File: config.mk
export PLATFORM = sky130hd
export DESIGN_NAME = modulation_input_combiner
export DESIGN_NICKNAME = d
export VERILOG_FILES = /design/src/design/mic_pkg.sv /design/src/design/mic_combine.sv /design/src/design/modulation_input_combiner.sv
export SDC_FILE = /design/constraint.sdc
export NUM_CORES = 1
export LEC_CHECK = 0
export ABC_CLOCK_PERIOD_IN_PS = 24600
export BUFFER_PORTS_ARGS = -buffer_cell sky130_fd_sc_hd__buf_2
export CAP_MARGIN = 20
export CELL_PAD_IN_SITES_DETAIL_PLACEMENT = 0
export CELL_PAD_IN_SITES_GLOBAL_PLACEMENT = 1
export CORE_MARGIN = 3
export CORE_UTILIZATION = 40
export DETAILED_ROUTE_END_ITERATION = 7
export GPL_TIMING_DRIVEN = 0
export PLACE_DENSITY_LB_ADDON = 0.1
export SETUP_SLACK_MARGIN = 0.3
export SLEW_MARGIN = 5
export SYNTH_ARGS = -nofsm -noshare
export SYNTH_HDL_FRONTEND = slang
export SYNTH_HIERARCHICAL = 1
export SYNTH_SLANG_ARGS = --single-unit
File: constraint.sdc
create_clock -name clock -period 24.6 [get_ports clock]
set_input_delay 1.23 -clock clock [delete_from_list [all_inputs] [get_ports clock]]
set_output_delay 1.23 -clock clock [all_outputs]
set_load 0.05 [all_outputs]
File: src/design/mic_pkg.sv
// Shared widths, operation codes, types and clamp functions of the combiner.
// Used by mic_combine and modulation_input_combiner; depends on nothing.
package mic_pkg;

   localparam int SRC_W  = 17;
   localparam int GAIN_W = 15;
   localparam int ACC_W  = 14;
   localparam int OP_W   = 15;
   localparam int MUL_W  = 18;
   localparam int PROD_W = 33;
   localparam int WIDE_W = 18;

   localparam logic [1:0] CMD_SET = 2'd0;
   localparam logic [1:0] CMD_ADD = 2'd1;
   localparam logic [1:0] CMD_MUL = 2'd2;
   localparam logic [1:0] CMD_SUB = 2'd3;

   localparam logic [ACC_W-1:0] ACC_MAX = 14'h3fff;
   localparam logic [ACC_W-1:0] MID     = 14'h2000;

   localparam logic signed [WIDE_W-1:0] WIDE_UMAX = 18'sd16383;
   localparam logic signed [WIDE_W-1:0] WIDE_SMAX = 18'sd8191;
   localparam logic signed [WIDE_W-1:0] WIDE_SMIN = -18'sd8192;
   localparam logic signed [OP_W-1:0]   OP_SMAX   = 15'sd8191;
   localparam logic signed [OP_W-1:0]   OP_SMIN   = -15'sd8192;

   typedef struct packed {
      logic [1:0] cmd;
      logic       src_signed;
      logic       mode;
   } mic_ctrl_type;

   typedef struct packed {
      logic [ACC_W-1:0] value;
      logic             mode;
   } mic_result_type;

   function automatic logic [ACC_W-1:0] clamp_unsigned(input logic signed [WIDE_W-1:0] x);
      logic [ACC_W-1:0] r;
      if (x < 0) begin
         r = '0;
      end else if (x > WIDE_UMAX) begin
         r = ACC_MAX;
      end else begin
         r = x[ACC_W-1:0];
      end
      return r;
   endfunction

   function automatic logic signed [OP_W-1:0] clamp_signed(input logic signed [WIDE_W-1:0] x);
      logic signed [OP_W-1:0] r;
      if (x < WIDE_SMIN) begin
         r = OP_SMIN;
      end else if (x > WIDE_SMAX) begin
         r = OP_SMAX;
      end else begin
         r = x[OP_W-1:0];
      end
      return r;
   endfunction

   function automatic logic [ACC_W-1:0] clamp_centered(input logic signed [WIDE_W-1:0] x);
      logic signed [OP_W-1:0] s;
      s = clamp_signed(x);
      return s[ACC_W-1:0] + MID;
   endfunction

endpackage

File: src/design/mic_combine.sv
// Combine stage: folds the scaled entry value into the accumulator.
// Depends on mic_pkg.
module mic_combine (
   input  mic_pkg::mic_ctrl_type          ctrl,
   input  logic signed [mic_pkg::OP_W-1:0]   base,
   input  logic signed [mic_pkg::OP_W-1:0]   op,
   input  logic signed [mic_pkg::PROD_W-1:0] prod,
   output mic_pkg::mic_result_type        result
);
   import mic_pkg::*;

   logic signed [WIDE_W-1:0] base_wide;
   logic signed [WIDE_W-1:0] op_wide;
   logic signed [WIDE_W-1:0] sum;
   logic signed [WIDE_W-1:0] diff;
   logic signed [PROD_W-1:0] prod_shifted;
   logic signed [WIDE_W-1:0] shifted;

   assign base_wide    = {{(WIDE_W-OP_W){base[OP_W-1]}}, base};
   assign op_wide      = {{(WIDE_W-OP_W){op[OP_W-1]}}, op};
   assign sum          = base_wide + op_wide;
   assign diff         = base_wide - op_wide;
   assign prod_shifted = ctrl.src_signed ? (prod >>> 13) : (prod >>> 14);
   assign shifted      = prod_shifted[WIDE_W-1:0];

   always_comb begin
      result = '0;
      case (ctrl.cmd)
         CMD_SET: begin
            result.mode  = ctrl.src_signed;
            result.value = ctrl.src_signed ? (op[ACC_W-1:0] + MID) : op[ACC_W-1:0];
         end
         CMD_ADD: begin
            result.mode  = ctrl.mode;
            result.value = ctrl.mode ? clamp_centered(sum) : clamp_unsigned(sum);
         end
         CMD_SUB: begin
            result.mode  = ctrl.mode;
            result.value = ctrl.mode ? clamp_centered(diff) : clamp_unsigned(diff);
         end
         CMD_MUL: begin
            result.mode = ctrl.mode | ctrl.src_signed;
            if (!ctrl.mode && ctrl.src_signed) begin
               // A negative product wraps to a huge unsigned value and saturates.
               result.value = (prod < 0) ? ACC_MAX : clamp_centered(shifted);
            end else if (ctrl.mode) begin
               result.value = clamp_centered(shifted);
            end else begin
               result.value = clamp_unsigned(shifted);
            end
         end
         default: begin
            result = '0;
         end
      endcase
   end

endmodule

File: src/design/modulation_input_combiner.sv
// Modulation input combiner top level: sequencer, shared multiplier, state.
// Depends on mic_pkg and mic_combine.
//
// Each request on the req_ channel is one entry of a controller list. The
// block scales the source by the entry gain, clamps it, and combines it into
// a 14-bit accumulator with set, add, multiply or subtract. Every request
// yields exactly one response on the rsp_ channel, carrying the updated
// value, the signed-offset mode and a copy of tlast. After the response of
// an entry with tlast set, the accumulator and the mode return to zero.
// One signed 18 by 18 multiplier is shared by the gain scaling and the
// combine multiply, so a request passes through four sequencer steps:
// scale, clamp, multiply and done. The response becomes valid in the same
// cycle as req_tready rises, so a new request is taken only once the
// previous one has been answered.
// A stalled response holds its register; the sequencer waits in its last
// step until the response register is free, and req_tready stays low.
// Synchronous reset clears the accumulator, the mode, the sequencer and the response valid flag.
module modulation_input_combiner (
   input  logic        clock,
   input  logic        reset,
   input  logic        req_tvalid,
   output logic        req_tready,
   input  logic [39:0] req_tdata,  // source_value[16:0], scale[32:18], zero fill
   input  logic [2:0]  req_tuser,  // source_signed[0], cmd[2:1]
   input  logic        req_tlast,  // last_entry
   output logic        rsp_tvalid,
   input  logic        rsp_tready,
   output logic [15:0] rsp_tdata,  // value[13:0], zero fill
   output logic [0:0]  rsp_tuser,  // is_signed[0]
   output logic        rsp_tlast   // final_res
);
   import mic_pkg::*;

   localparam logic [2:0] S_IDLE  = 3'd0;
   localparam logic [2:0] S_SCALE = 3'd1;
   localparam logic [2:0] S_CLAMP = 3'd2;
   localparam logic [2:0] S_MUL   = 3'd3;
   localparam logic [2:0] S_DONE  = 3'd4;

   logic [2:0]               state_ff, state_in;
   logic signed [SRC_W-1:0]  src_ff, src_in;
   logic                     src_signed_ff, src_signed_in;
   logic [GAIN_W-1:0]        gain_ff, gain_in;
   logic [1:0]               cmd_ff, cmd_in;
   logic                     last_ff, last_in;
   logic signed [PROD_W-1:0] prod_ff, prod_in;
   logic signed [OP_W-1:0]   op_ff, op_in;
   logic [ACC_W-1:0]         acc_ff, acc_in;
   logic                     mode_ff, mode_in;
   logic                     rsp_valid_ff, rsp_valid_in;
   logic [ACC_W-1:0]         rsp_value_ff, rsp_value_in;
   logic                     rsp_mode_ff, rsp_mode_in;
   logic                     rsp_last_ff, rsp_last_in;

   logic                     req_fire;
   logic                     done_fire;
   logic signed [MUL_W-1:0]  mul_a;
   logic signed [MUL_W-1:0]  mul_b;
   logic signed [2*MUL_W-1:0] mul_p;
   logic signed [OP_W-1:0]   acc_wide;
   logic signed [OP_W-1:0]   base;
   logic signed [WIDE_W-1:0] scaled;
   mic_ctrl_type             ctrl;
   mic_result_type           result;

   assign req_tready = (state_ff == S_IDLE);
   assign req_fire   = req_tvalid && req_tready;
   assign done_fire  = (state_ff == S_DONE) && (!rsp_valid_ff || rsp_tready);

   assign acc_wide = $signed({1'b0, acc_ff});
   assign base     = mode_ff ? (acc_wide - $signed({1'b0, MID})) : acc_wide;
   assign scaled   = prod_ff[PROD_W-1:15];

   always_comb begin
      if (state_ff == S_SCALE) begin
         mul_a = {src_ff[SRC_W-1], src_ff};
         mul_b = $signed({{(MUL_W-GAIN_W){1'b0}}, gain_ff});
      end else begin
         mul_a = {{(MUL_W-OP_W){base[OP_W-1]}}, base};
         mul_b = {{(MUL_W-OP_W){op_ff[OP_W-1]}}, op_ff};
      end
   end

   assign mul_p = mul_a * mul_b;

   assign ctrl.cmd        = cmd_ff;
   assign ctrl.src_signed = src_signed_ff;
   assign ctrl.mode       = mode_ff;

   mic_combine u_combine (
      .ctrl   (ctrl),
      .base   (base),
      .op     (op_ff),
      .prod   (prod_ff),
      .result (result)
   );

   always_comb begin
      state_in      = state_ff;
      src_in        = src_ff;
      src_signed_in = src_signed_ff;
      gain_in       = gain_ff;
      cmd_in        = cmd_ff;
      last_in       = last_ff;
      prod_in       = prod_ff;
      op_in         = op_ff;
      acc_in        = acc_ff;
      mode_in       = mode_ff;
      rsp_valid_in  = rsp_valid_ff && !rsp_tready;
      rsp_value_in  = rsp_value_ff;
      rsp_mode_in   = rsp_mode_ff;
      rsp_last_in   = rsp_last_ff;
      case (state_ff)
         S_IDLE: begin
            if (req_fire) begin
               src_in        = req_tdata[SRC_W-1:0];
               gain_in       = req_tdata[SRC_W+GAIN_W:SRC_W+1];
               src_signed_in = req_tuser[0];
               cmd_in        = req_tuser[2:1];
               last_in       = req_tlast;
               state_in      = S_SCALE;
            end
         end
         S_SCALE: begin
            prod_in  = mul_p[PROD_W-1:0];
            state_in = S_CLAMP;
         end
         S_CLAMP: begin
            op_in    = src_signed_ff ? clamp_signed(scaled) : $signed({1'b0, clamp_unsigned(scaled)});
            state_in = S_MUL;
         end
         S_MUL: begin
            prod_in  = mul_p[PROD_W-1:0];
            state_in = S_DONE;
         end
         S_DONE: begin
            if (done_fire) begin
               rsp_valid_in = 1'b1;
               rsp_value_in = result.value;
               rsp_mode_in  = result.mode;
               rsp_last_in  = last_ff;
               acc_in       = last_ff ? '0 : result.value;
               mode_in      = last_ff ? 1'b0 : result.mode;
               state_in     = S_IDLE;
            end
         end
         default: begin
            state_in = S_IDLE;
         end
      endcase
   end

   always_ff @(posedge clock) begin
      if (reset) begin
         state_ff     <= S_IDLE;
         acc_ff       <= '0;
         mode_ff      <= 1'b0;
         rsp_valid_ff <= 1'b0;
      end else begin
         state_ff     <= state_in;
         acc_ff       <= acc_in;
         mode_ff      <= mode_in;
         rsp_valid_ff <= rsp_valid_in;
      end
   end

   always_ff @(posedge clock) begin
      src_ff        <= src_in;
      src_signed_ff <= src_signed_in;
      gain_ff       <= gain_in;
      cmd_ff        <= cmd_in;
      last_ff       <= last_in;
      prod_ff       <= prod_in;
      op_ff         <= op_in;
      rsp_value_ff  <= rsp_value_in;
      rsp_mode_ff   <= rsp_mode_in;
      rsp_last_ff   <= rsp_last_in;
   end

   assign rsp_tvalid = rsp_valid_ff;
   assign rsp_tdata  = {2'b00, rsp_value_ff};
   assign rsp_tuser  = rsp_mode_ff;
   assign rsp_tlast  = rsp_last_ff;

endmodule

==> results.ini <==
[finish]
diodes = 0
fill_cells = 4352
multiInputGateArea_mm2 = 0.01269
finalNetCount = 2451
drive_above_1_share = 0.08656
area_growth_pct = 8.418
regArea_mm2 = 0.002993
stdcell_area_mm2 = 0.01902
fin_util = 0.4405

[placed_design]
post-place-ws_ns = 15.72
io_buffers = 56
place_congestion = 0.9208
placed_area_mm2 = 0.01870
dpl.hpwl_um = 46240

[die]
dieHeight_um = 215.4
core_mm2 = 0.04317
boundaryPins = 68
die_area_mm2 = 0.04640
start_util = 0.4063
row_count = 76
die_width_um = 215.4

[worst_setup_path]
worst_r2r_endpoint = prod_ff[27]
critPathMaxFanout = 10
cp.arrival_ns = 9.20
start_kind = flop
r2r_slack_ns = 15.62
reg2reg_from = state_ff[0]
critical_path_required_ns = 24.82
crit_type = flop to flop
end_kind = flop
reg2reg_depth = 26

[min_path]
hold_path_class = flop to flop
holdPathStages = 2
holdPathEnd = acc_ff[13]
worst_hold_startpoint = acc_ff[13]

[routing]
drt_wl_total_um = 54840
via_count = 13150
firstDrtPassIters = 5
wire_per_inst_um = 21.32
drt-initial-drc-count = 901
ant_nets = 0
drc = 0
viasPerCell = 5.114

[timing]
final_max_slew_viol_count = 0
final_hold_viol_count = 0
fin_setup_tns_ns = 0
fin_ws_ns = 15.62
skew_ns = 0.01639
setup_viol = 0
layout_min_cycle_time_ns = 8.982
final.period_utilization = 0.3651
tightest_slew_ns = 1.184
slew-limit-headroom = 0.1880
rsz0062_at_grt = no
fmax_mhz = 111.3

[pwr]
powerDensity_mw_per_mm2 = 88.53
ir_drop_uv = 82.94
leakagePower_nw = 8.976

[clock_tree]
clockRootBuffer = clkbuf_16
numCtsBuffers = 9
clock_latency_ns = 0.39
post_cts_buffers = 0
cts_resized = 0
path_clk_slew_ns = 0.07
cts.sinks = 106
cts_tree = yes
cts_buffer_depth = 2
cts_hold_buf = 0
htreeDepth = 3

[synthesis]
syn-cell-area_mm2 = 0.01754
synth_cells = 1903
synth_warnings = 6
syn_area_per_cell_um2 = 9.217

[job]
maxCapViolations = 0

[outcome]
status = completed

[grt]
grt_max_degree = 29
grt_pass1_wl_um = 85030
grt-ovfl-total = 0
grt_use_total = 0.2448
grt_antenna_before_repair = 0
grt_pass1_vias = 13910

-- layout make-up --
class | instances | share of cell area
multi-input combinational | 1307 | 0.6673
inverter | 431 | 0.08508
clock inverter | 7 | 0.004540
tap | 585 | 0.03849
sequential | 106 | 0.1574
timing repair buffer | 67 | 0.02112
clock buffer | 9 | 0.01184
buffer | 60 | 0.01428
-- worst max-delay path, cell delays in order (launching register included) --
cell and delay (ns):
dfxtp_1 0.44, nor2b_2 0.31, nor2b_1 0.16, buf_2 0.33
buf_2 0.36, buf_4 0.29, mux2i_1 0.99, nor2_1 0.14
fa_1 0.55, inv_1 0.05, fa_1 0.46, fa_1 0.51
inv_1 0.05, fa_1 0.48, fa_1 0.54, inv_1 0.05
fa_1 0.52, inv_1 0.07, ha_1 0.40, a211oi_1 0.29
nand2_1 0.11, a21oi_1 0.20, and4b_1 0.22, a21oi_1 0.41
a21oi_1 0.21, or4b_1 0.49, nand3_1 0.16
-- worst max path at each step --
| stage | slack [ns] | to | depth (start not counted) | from |
|---|---|---|---|---|
| after floorplan | 16.40 | prod_ff[32] | 26 | state_ff[0] |
| after global placement | 13.84 | prod_ff[32] | 24 | state_ff[0] |
| after detailed placement | 15.72 | prod_ff[32] | 26 | state_ff[0] |
| after CTS | 15.69 | prod_ff[32] | 26 | state_ff[0] |
| after global routing | 15.23 | prod_ff[27] | 26 | state_ff[0] |
| final | 15.62 | prod_ff[27] | 26 | state_ff[0] |
-- registers in the layout (all words and copies together) (netlist names), 2 cells and up --
| name | cells |
|---|---|
| cmd_ff | 2 |
| rsp_value_ff | 14 |
| src_ff | 17 |
| op_ff | 15 |
| gain_ff | 15 |
| prod_ff | 20 |
| acc_ff | 14 |
| state_ff | 3 |
-- cell usage in the layout (no fill, tap or decap), types with 10 or more instances in the layout --
| master | n |
|---|---|
| xor2_1 | 14 |
| a211oi_1 | 13 |
| and2_1 | 13 |
| edfxtp_1 | 87 |
| nand2_1 | 169 |
| inv_1 | 430 |
| mux2_2 | 36 |
| nand2b_1 | 17 |
| dfxtp_1 | 19 |
| xnor2_1 | 43 |
| fa_1 | 298 |
| a21oi_1 | 97 |
| nor2b_1 | 14 |
| mux2i_1 | 22 |
| clkbuf_1 | 36 |
| buf_2 | 75 |
| a21o_1 | 36 |
| ha_1 | 123 |
| nor2_1 | 202 |
| nor3b_1 | 17 |
| nor3_1 | 11 |
| o21a_1 | 10 |
| o21ai_0 | 25 |
| nand3_1 | 17 |
-- report_power, final --
part           switching [W]  internal (W)
Clock              0.0000798     0.0000811
Combinational       0.000762      0.000453
Sequential         0.0000397      0.000268
-- per-stage QoR --
| step | total power, W | hold slack [ns] | std cells |
|---|---|---|---|
| after floorplan | 0.001158 | 0.4570 | 1904 |
| after global placement | 0.001502 | 0.4708 | 2545 |
| after detailed placement | 0.001512 | 0.4774 | 2556 |
| after CTS | 0.001685 | 0.4949 | 2572 |
| after global routing | 0.001857 | 0.5500 | 2572 |
| final | 0.001683 | 0.4891 | 2572 |
-- metal layers --
layer | part of all wire | vias to the layer above | GRT usage | wire [um]
li1 | - | 6107 | - | -
met1 | 0.44 | 6590 | 0.3379 | 24220
met2 | 0.47 | 389 | 0.4004 | 25520
met3 | 0.063 | 68 | 0.03971 | 3457
met4 | 0.030 | 0 | 0.07138 | 1641
met5 | 0 | - | 0 | 0
(Power assumes the default switching activity.)
